## config.mk

```make
export PLATFORM = sky130hd
export DESIGN_NAME = strict_utf8_validator_top_flat
export DESIGN_NICKNAME = d
export VERILOG_FILES = /design/src/design/suv_pkg.sv /design/src/design/suv_channels.sv /design/src/design/suv_step.sv /design/src/design/strict_utf8_validator_top.sv /design/src/flat_wrapper.sv
export SDC_FILE = /design/constraint.sdc
export NUM_CORES = 1
export LEC_CHECK = 0
export BUFFER_PORTS_ARGS = -buffer_cell sky130_fd_sc_hd__buf_2
export CORE_UTILIZATION = 58
export CTS_CLUSTER_DIAMETER = 200
export DETAILED_ROUTE_END_ITERATION = 6
export GPL_TIMING_DRIVEN = 1
export MAX_ROUTING_LAYER = met4
export PLACE_DENSITY = 0.82
export SETUP_SLACK_MARGIN = 0.15
export SYNTH_ARGS = -nofsm -noshare
export SYNTH_HDL_FRONTEND = slang
export SYNTH_SLANG_ARGS = --single-unit
```

## constraint.sdc

```tcl
create_clock -name clock -period 4.7 [get_ports clock]
set_input_delay 0.94 -clock clock [delete_from_list [all_inputs] [get_ports clock]]
set_output_delay 0.94 -clock clock [all_outputs]
set_load 0.01 [all_outputs]
```

## src/design/suv_pkg.sv

```systemverilog
// ----------------------------------------------------------------------------
// suv_pkg
// Types and constants shared by the strict UTF-8 validator files.
// ----------------------------------------------------------------------------
package suv_pkg;

   // allowed range for the second byte of a multi-byte sequence
   typedef enum logic [2:0] {
      CLS_ANY  = 3'd0,   // 80..BF
      CLS_A0BF = 3'd1,   // after E0, rules out overlong three-byte forms
      CLS_809F = 3'd2,   // after ED, rules out surrogates
      CLS_90BF = 3'd3,   // after F0, rules out overlong four-byte forms
      CLS_808F = 3'd4    // after F4, caps code points at 10FFFF
   } second_class_type;

   // per-string scan state
   typedef struct packed {
      logic [1:0]       pending;
      second_class_type cls;
      logic             error;
   } scan_state_type;

   localparam scan_state_type SCAN_IDLE = '{pending: 2'd0, cls: CLS_ANY, error: 1'b0};
   localparam scan_state_type SCAN_FAIL = '{pending: 2'd0, cls: CLS_ANY, error: 1'b1};

   // continuation byte tag and range limits
   localparam logic [1:0] CONT_TAG  = 2'b10;
   localparam logic [7:0] CONT_A0   = 8'hA0;
   localparam logic [7:0] CONT_9F   = 8'h9F;
   localparam logic [7:0] CONT_90   = 8'h90;
   localparam logic [7:0] CONT_8F   = 8'h8F;

endpackage

```

## src/design/suv_channels.sv

```systemverilog
// ----------------------------------------------------------------------------
// suv channels
// Valid/ready channels for input bytes and for verdicts.
// ----------------------------------------------------------------------------
interface suv_req_if;
   logic       valid;
   logic       ready;
   logic [7:0] data_byte;
   logic       has_byte;
   logic       last_byte;

   modport source (output valid, output data_byte, output has_byte, output last_byte,
                   input ready);
   modport sink   (input valid, input data_byte, input has_byte, input last_byte,
                   output ready);
endinterface

interface suv_rsp_if;
   logic valid;
   logic ready;
   logic string_ok;

   modport source (output valid, output string_ok, input ready);
   modport sink   (input valid, input string_ok, output ready);
endinterface

```

## src/design/suv_step.sv

```systemverilog
// ----------------------------------------------------------------------------
// suv_step
// Next scan state for one byte: lead byte decode and continuation checks.
// ----------------------------------------------------------------------------
module suv_step
   import suv_pkg::*;
(
   input  scan_state_type cur_state,
   input  logic [7:0]     data_byte,
   input  logic           has_byte,
   output scan_state_type nxt_state
);

   logic is_cont;
   logic cont_ok;

   // continuation byte inside the range allowed by the class
   assign is_cont = (data_byte[7:6] == CONT_TAG);

   always_comb begin
      case (cur_state.cls)
         CLS_A0BF: cont_ok = is_cont && (data_byte >= CONT_A0);
         CLS_809F: cont_ok = is_cont && (data_byte <= CONT_9F);
         CLS_90BF: cont_ok = is_cont && (data_byte >= CONT_90);
         CLS_808F: cont_ok = is_cont && (data_byte <= CONT_8F);
         default:  cont_ok = is_cont;
      endcase
   end

   // state update
   always_comb begin
      nxt_state = cur_state;
      if (has_byte) begin
         if (cur_state.pending != 2'd0) begin
            if (cont_ok) begin
               nxt_state.pending = cur_state.pending - 2'd1;
               nxt_state.cls     = CLS_ANY;
            end else begin
               nxt_state = SCAN_FAIL;
            end
         end else begin
            case (data_byte) inside
               8'h00:          nxt_state = SCAN_FAIL;
               [8'h01:8'h7F]:  nxt_state = cur_state;
               [8'hC2:8'hDF]:  nxt_state = '{pending: 2'd1, cls: CLS_ANY,  error: cur_state.error};
               8'hE0:          nxt_state = '{pending: 2'd2, cls: CLS_A0BF, error: cur_state.error};
               8'hED:          nxt_state = '{pending: 2'd2, cls: CLS_809F, error: cur_state.error};
               [8'hE1:8'hEF]:  nxt_state = '{pending: 2'd2, cls: CLS_ANY,  error: cur_state.error};
               8'hF0:          nxt_state = '{pending: 2'd3, cls: CLS_90BF, error: cur_state.error};
               [8'hF1:8'hF3]:  nxt_state = '{pending: 2'd3, cls: CLS_ANY,  error: cur_state.error};
               8'hF4:          nxt_state = '{pending: 2'd3, cls: CLS_808F, error: cur_state.error};
               // stray continuation, C0, C1, F5..FF
               default:        nxt_state = SCAN_FAIL;
            endcase
         end
      end
   end

endmodule

```

## src/design/strict_utf8_validator_top.sv

```systemverilog
// ----------------------------------------------------------------------------
// strict_utf8_validator_top
// Strict UTF-8 check of a byte string, one byte per word, verdict at the end.
// ----------------------------------------------------------------------------
// Usage:
//   req_chan carries one byte per word (data_byte, has_byte) and marks the
//   end of a string with last_byte. A word with has_byte low adds no byte;
//   with last_byte high it closes the string (an empty string passes).
//   rsp_chan gives one word per string: string_ok is high when the string
//   was strict UTF-8 with no NUL byte, no overlong form, no surrogate, no
//   code point above 10FFFF and no truncated sequence.
// Timing:
//   one word accepted every cycle while req_chan.ready is high; the verdict
//   comes from the closing word via the input register, then the result register.
//   The scan state is one small register updated once per byte.
// Reset:
//   synchronous reset empties both registers and clears the scan state;
//   req_chan.ready stays low while reset is high.
// Stall:
//   while a verdict waits on rsp_chan.ready, bytes of the next string still
//   flow in; only a second closing word waits in the input register, and
//   req_chan.ready drops once that register cannot move.
// ----------------------------------------------------------------------------
module strict_utf8_validator_top
   import suv_pkg::*;
(
   input  logic            clock,
   input  logic            reset,
   suv_req_if.sink         req_chan,
   suv_rsp_if.source       rsp_chan
);

   // input register
   logic           in_valid_ff, in_valid_in;
   logic [7:0]     in_byte_ff;
   logic           in_has_ff;
   logic           in_last_ff;

   // scan state and result register
   scan_state_type state_ff, state_in;
   scan_state_type step_state;
   logic           rsp_valid_ff, rsp_valid_in;
   logic           rsp_ok_ff, rsp_ok_in;

   logic           req_take;
   logic           out_free;
   logic           in_go;

   // handshake
   assign out_free       = !rsp_valid_ff || rsp_chan.ready;
   assign in_go          = in_valid_ff && (!in_last_ff || out_free);
   assign req_chan.ready = !reset && (!in_valid_ff || in_go);
   assign req_take       = req_chan.valid && req_chan.ready;

   assign rsp_chan.valid     = rsp_valid_ff;
   assign rsp_chan.string_ok = rsp_ok_ff;

   // byte check
   suv_step u_step (
      .cur_state (state_ff),
      .data_byte (in_byte_ff),
      .has_byte  (in_has_ff),
      .nxt_state (step_state)
   );

   // next values
   always_comb begin
      in_valid_in  = req_take ? 1'b1 : (in_go ? 1'b0 : in_valid_ff);
      state_in     = state_ff;
      rsp_valid_in = rsp_valid_ff && !rsp_chan.ready;
      rsp_ok_in    = rsp_ok_ff;
      if (in_go) begin
         if (in_last_ff) begin
            state_in     = SCAN_IDLE;
            rsp_valid_in = 1'b1;
            rsp_ok_in    = !step_state.error && (step_state.pending == 2'd0);
         end else begin
            state_in = step_state;
         end
      end
   end

   // control registers
   always_ff @(posedge clock) begin
      if (reset) begin
         in_valid_ff  <= 1'b0;
         rsp_valid_ff <= 1'b0;
         state_ff     <= SCAN_IDLE;
      end else begin
         in_valid_ff  <= in_valid_in;
         rsp_valid_ff <= rsp_valid_in;
         state_ff     <= state_in;
      end
   end

   // payload registers
   always_ff @(posedge clock) begin
      if (req_take) begin
         in_byte_ff <= req_chan.data_byte;
         in_has_ff  <= req_chan.has_byte;
         in_last_ff <= req_chan.last_byte;
      end
      rsp_ok_ff <= rsp_ok_in;
   end

   // checks
   a_clear_after_verdict: assert property (@(posedge clock) disable iff (reset)
      (in_go && in_last_ff) |=> (state_ff == SCAN_IDLE))
      else $error("scan state not cleared after verdict");

   a_verdict_held: assert property (@(posedge clock) disable iff (reset)
      (rsp_valid_ff && !rsp_chan.ready) |=> (rsp_valid_ff && $stable(rsp_ok_ff)))
      else $error("waiting verdict changed or dropped");

   a_class_needs_pending: assert property (@(posedge clock) disable iff (reset)
      (state_ff.cls != CLS_ANY) |-> (state_ff.pending >= 2'd2))
      else $error("second byte class without a fresh lead byte");

   a_verdict_only_on_last: assert property (@(posedge clock) disable iff (reset)
      (!(in_go && in_last_ff) && !(rsp_valid_ff && !rsp_chan.ready)) |=> !rsp_valid_ff)
      else $error("verdict without closing word");

endmodule
```

## src/flat_wrapper.sv

```systemverilog
// flat-port wrapper written by rule: the top's interface ports become plain ports
module strict_utf8_validator_top_flat import suv_pkg::*;
  (clock, reset, req_chan_valid, req_chan_data_byte, req_chan_has_byte, req_chan_last_byte, req_chan_ready, rsp_chan_valid, rsp_chan_string_ok, rsp_chan_ready);
  suv_req_if req_chan_i ();
  suv_rsp_if rsp_chan_i ();
  input  logic clock;
  input  logic reset;
  input wire logic [$bits(req_chan_i.valid)-1:0] req_chan_valid;
  input wire logic [$bits(req_chan_i.data_byte)-1:0] req_chan_data_byte;
  input wire logic [$bits(req_chan_i.has_byte)-1:0] req_chan_has_byte;
  input wire logic [$bits(req_chan_i.last_byte)-1:0] req_chan_last_byte;
  output wire logic [$bits(req_chan_i.ready)-1:0] req_chan_ready;
  output wire logic [$bits(rsp_chan_i.valid)-1:0] rsp_chan_valid;
  output wire logic [$bits(rsp_chan_i.string_ok)-1:0] rsp_chan_string_ok;
  input wire logic [$bits(rsp_chan_i.ready)-1:0] rsp_chan_ready;
  assign req_chan_i.valid = req_chan_valid;
  assign req_chan_i.data_byte = req_chan_data_byte;
  assign req_chan_i.has_byte = req_chan_has_byte;
  assign req_chan_i.last_byte = req_chan_last_byte;
  assign req_chan_ready = req_chan_i.ready;
  assign rsp_chan_valid = rsp_chan_i.valid;
  assign rsp_chan_string_ok = rsp_chan_i.string_ok;
  assign rsp_chan_i.ready = rsp_chan_ready;
  strict_utf8_validator_top u_core (.clock(clock), .reset(reset), .req_chan(req_chan_i), .rsp_chan(rsp_chan_i));
endmodule
```

* Yosys cells after proc, flatten, opt, wreduce, memory -nomap -nowiden
Index checks and enable logic that the tools add are counted.
** Storage, ports and cells
- Register bits after elaboration :: 19
- Output and inout port bits :: 3
- Bits in read-only memories :: 0
- Logic and storage cells :: 80
- Bits of input ports :: 14
- Bits in latches :: 0
- Bits in writable memories :: 0
- Memories :: 0
** Operators by class
- Shift operators :: 0
- Divide/modulo/power cells :: 0
- Add/sub/neg operators :: 1
- Multipliers :: 0
- Reduce and logical (&&, ||, !) cells :: 29
- Eq/ne operators :: 10
- Magnitude comparators :: 12
- Multiplexer cells :: 19
- Bitwise logic cells :: 0
** Operators with widths (number)
- $mux 6 :: 12
- $ge 8x8->1 const B :: 5
- $le 8x8->1 const B :: 5
- $eq 8x8->1 const B :: 4
- $logic_and 1x1->1 :: 13
- $ge 8x1->1 const B :: 1
- $le 8x7->1 const B :: 1
- $logic_not 8->1 :: 1
- $eq 3x2->1 const B :: 2
- $logic_not 1->1 :: 6
- $reduce_bool 2->1 :: 3
- $mux 1 :: 5
- $mux 5 :: 1
- $ne 4x3->1 const B :: 1
- $pmux 1 s4 :: 1
- $eq 3x1->1 const B :: 1
- $eq 3x3->1 const B :: 1
- $logic_or 1x1->1 :: 3
- $reduce_and 3->1 :: 1
- $eq 2x2->1 const B :: 1
- $logic_not 2->1 :: 1
- $reduce_and 2->1 :: 1
- $sub 2x1->2 const B :: 1

* Longest topological paths before layout
- Depth after elaboration :: 14
- Gate-level depth with buffers :: 7
- Gate-level depth less buffers :: 7

* Modules after synthesis
A second synthesis with hierarchy kept.
** Unflattened totals
- Cells, all modules :: 87
- Area, all modules :: 968.4 um^2
** By module, submodules not included
- strict_utf8_validator_top :: instances 1, cells each 38, seq. area each 490.5 um^2, area each 629.4 um^2
- suv_step :: instances 1, cells each 49, seq. area each 0.0 um^2, area each 339.1 um^2

* Worst setup path after synthesis
No wires, ideal clock.
- Path type :: input to output
- From :: in reset
- To :: out req_chan_ready
- Stages :: 2
- Required time :: 3760 ps
- Buffers on the path :: 1
- Setup slack :: 2398 ps
- Data arrival time :: 1362 ps
- Cell sequence :: clkbuf_1 -> a31oi_1
** On the way
- Longest elaborated chain between the ends :: 2
** RTL lines
- start: declaration :: line flat_wrapper.sv:7 : input logic reset;
- $logic_not 1->1 :: line strict_utf8_validator_top.sv:52 : assign req_chan.ready = !reset && (!in_valid_ff || in_go);
- $logic_and 1x1->1 :: line strict_utf8_validator_top.sv:52
- end: declaration :: line flat_wrapper.sv:12 : output wire logic [$bits(req_chan_i.ready)-1:0] req_chan_ready;
Every way passes these cells.

* Final worst setup path
- From :: in rsp_chan_ready
- To :: out req_chan_ready
** On the way
- Longest elaborated chain between the ends :: 5
** RTL lines
- start: declaration :: line flat_wrapper.sv:15 : input wire logic [$bits(rsp_chan_i.ready)-1:0] rsp_chan_ready;
- $logic_or 1x1->1 :: line strict_utf8_validator_top.sv:50 : assign out_free = !rsp_valid_ff || rsp_chan.ready;
- $logic_or 1x1->1 :: line strict_utf8_validator_top.sv:51 : assign in_go = in_valid_ff && (!in_last_ff || out_free);
- $logic_and 1x1->1 :: line strict_utf8_validator_top.sv:51
- $logic_or 1x1->1 :: line strict_utf8_validator_top.sv:52
- $logic_and 1x1->1 :: line strict_utf8_validator_top.sv:52
Every way passes these cells.

==> reports/results.ini <==
[die]
die_w_um=44.1
die_area_mm2=0.00195
rows=14
initial_utilization_pct=65.2
core_area_mm2=0.00158
pin_count=17
die_h_um=44.1

[worst_setup_path]
worstPathArrival_ns=1.52
start_kind=primary input
cp_max_fo=3
r2r-start=u_core.in_byte_ff[2]
crit_type=in -> out
r2r-end=u_core.rsp_chan.string_ok
end_kind=primary output
reg2reg_setup_slack_ns=2.45
worstRegToRegCells=5
critPathRequiredTime_ns=3.76

[power]
peakVddDrop_mv=0.209
power_density_mw_per_mm2=261
leakage_nw=0.421
total_power_mw=0.295

[placement]
place_area_mm2=0.00111
io_buffers=16
pre_cts_ws_ns=2.25
place_inst=130
hpwl_um=1500
gp_congestion=0.817

[finish]
fill_cells=126
antennaDiodeCount=0
final_cells=134
drive_above_1_share_pct=23.7
final_area_mm2=0.00113
finalNetCount=134
fin_util_pct=71.9
syn2layout_area_growth_pct=10.2

[flow_run]
maxCapViolCount=0

[drt]
drcViolationCount=0
wl_per_cell_um=14.5
detail_route.iter0.violations=19
dr.pass1.iters=4
ant_nets=0
viasPerCell=6.31
drt-total-wl_um=1940
num_vias=846

[sta]
worst_slack_ns=2.24
finClkSkew_ns=0.00182
drv_slew=0
setup_violations=0
rsz0062_at_grt=false
fmax_mhz=407
relSlewSlack_pct=72.5
fin_tns_setup_ns=0
fin_crit_ns=2.46
tightest_slew_ns=0.412
finalCritPeriodShare_pct=52.2
hold_viol_final=0
hold_ws_ns=0.514

[grt]
overflow=0
grt_pass1_vias=702
antenna_found_initial=0
track_usage_pct=21.7
grt_pass1_wl_um=3030
grt_max_degree=12

[cts]
cts_max_level=1
cts_tree=done
clockBufferDepth=2
cts.sinks=19
cts_resized=0
post_cts_buffers=0
path_clk_slew_ns=0.11
clk_latency_ns=0.29
cts.hold.buffers_added=0
root_buffer=clkbuf_4
numCtsBuffers=3

[logic_synthesis]
ys_seq_area_share_pct=47.7
syn_nets=117
synthArstFlopShare_pct=0
netlist_instances=102
synth-edff-count=11
synth_flop_cell=edfxtp_1
yosysWarnings=0
avgSynthCellArea_um2=10.1
ys_types=39
syn_area_mm2=0.00103
ys_seq_elements=19

[worst_hold_path]
hold_path_depth=1
hold_end=u_core.state_ff[2]
worst_hold_startpoint=u_core.state_ff[2]
min_path_type=reg -> reg

[outcome]
outcome=completed

worst max path at each step:
stage	from	endpoint	slack [ns]	cells past startpoint
2_1_floorplan	reset	req_chan_ready	2.40	2
3_3_place_gp	rsp_chan_ready	req_chan_ready	2.27	4
3_5_place_dp	rsp_chan_ready	req_chan_ready	2.25	4
4_1_cts	rsp_chan_ready	req_chan_ready	2.24	4
5_1_grt	rsp_chan_ready	req_chan_ready	2.22	4
6_report	rsp_chan_ready	req_chan_ready	2.24	4
cells in the final DEF (no fill, tap or decap), types with 3 or more instances in the layout:
master     n
o21a_1     3
nor3b_1    4
a21oi_2    3
o21ai_1    3
o21ai_0    3
nand2_1    6
nor2_1     9
edfxtp_1  11
dfxtp_1    8
nor3_1     3
a21oi_1    6
clkbuf_4   3
buf_2     16
nor4_1     3
nand2b_1   4
nor2b_1    3
layer usage:
layer	vias up	track usage, %	part of all wire (%)
li1	421	-	-
met1	399	28.0	46
met2	24	35.9	50
met3	2	3.67	3.5
met4	0	5.45	0.52
met5	-	-	0
synthesized netlist by cell type, types with 2 or more instances:
library cell | count | area share, %
a21oi_1 | 6 | 2.9
a21oi_2 | 3 | 2.6
nor4_1 | 3 | 1.8
nor2b_1 | 3 | 1.8
or4_4 | 2 | 2.2
nand4b_1 | 2 | 1.7
o21ai_1 | 3 | 1.5
nand3_1 | 2 | 0.97
nor3b_1 | 4 | 2.9
a21o_1 | 2 | 1.5
nor3_1 | 3 | 1.5
nand2b_1 | 4 | 2.4
nor2_1 | 9 | 3.3
clkbuf_1 | 3 | 1.1
dfxtp_1 | 8 | 16
o21ai_0 | 3 | 1.5
edfxtp_1 | 11 | 32
nand2_1 | 6 | 2.2
inv_1 | 2 | 0.73
o21a_1 | 3 | 2.2
a31oi_1 | 2 | 1.2
area by class of cell:
type                    instances  area [µm²]  area share (%)
clock buffers                   3        22.5            1.99
repair buffers                 16        80.1            7.06
well taps                      16        20.0            1.77
inverters                       2        7.51           0.662
flip-flops and latches         19         490            43.3
multi-input cells              77         508            44.8
clock inverters                 1        5.00           0.442
power by group:
group	internal, mW	switching (mW)	total (mW)
combinational	0.0130	0.0131	0.0261
sequential	0.182	0.00726	0.189
clock	0.0316	0.0486	0.0802
registers in the layout, summed over array words and instances, names as in the netlist:
register and cells:
u_core.in_byte_ff 8, u_core.state_ff 6, u_core.in_has_ff 1, u_core.in_last_ff 1
u_core.in_valid_ff 1, u_core.rsp_chan.string_ok 1, u_core.rsp_chan.valid 1
logic make-up (layout without fill, tap and decap cells):
kind of cell / after synthesis / after routing / synth area share, %
simple gates: 45 / 45 / 26.6
compound gates: 30 / 30 / 20.6
flops: 19 / 19 / 47.7
buf+inv: 6 / 22 / 2.92
fa+ha+maj: 1 / 1 / 1.22
mux: 1 / 1 / 0.973
worst max-delay path: stages:
cell	delay, ns
buf_2	0.11
nor2b_1	0.19
a31oi_1	0.12
buf_2	0.16
Power figures use the tool's default switching activity.
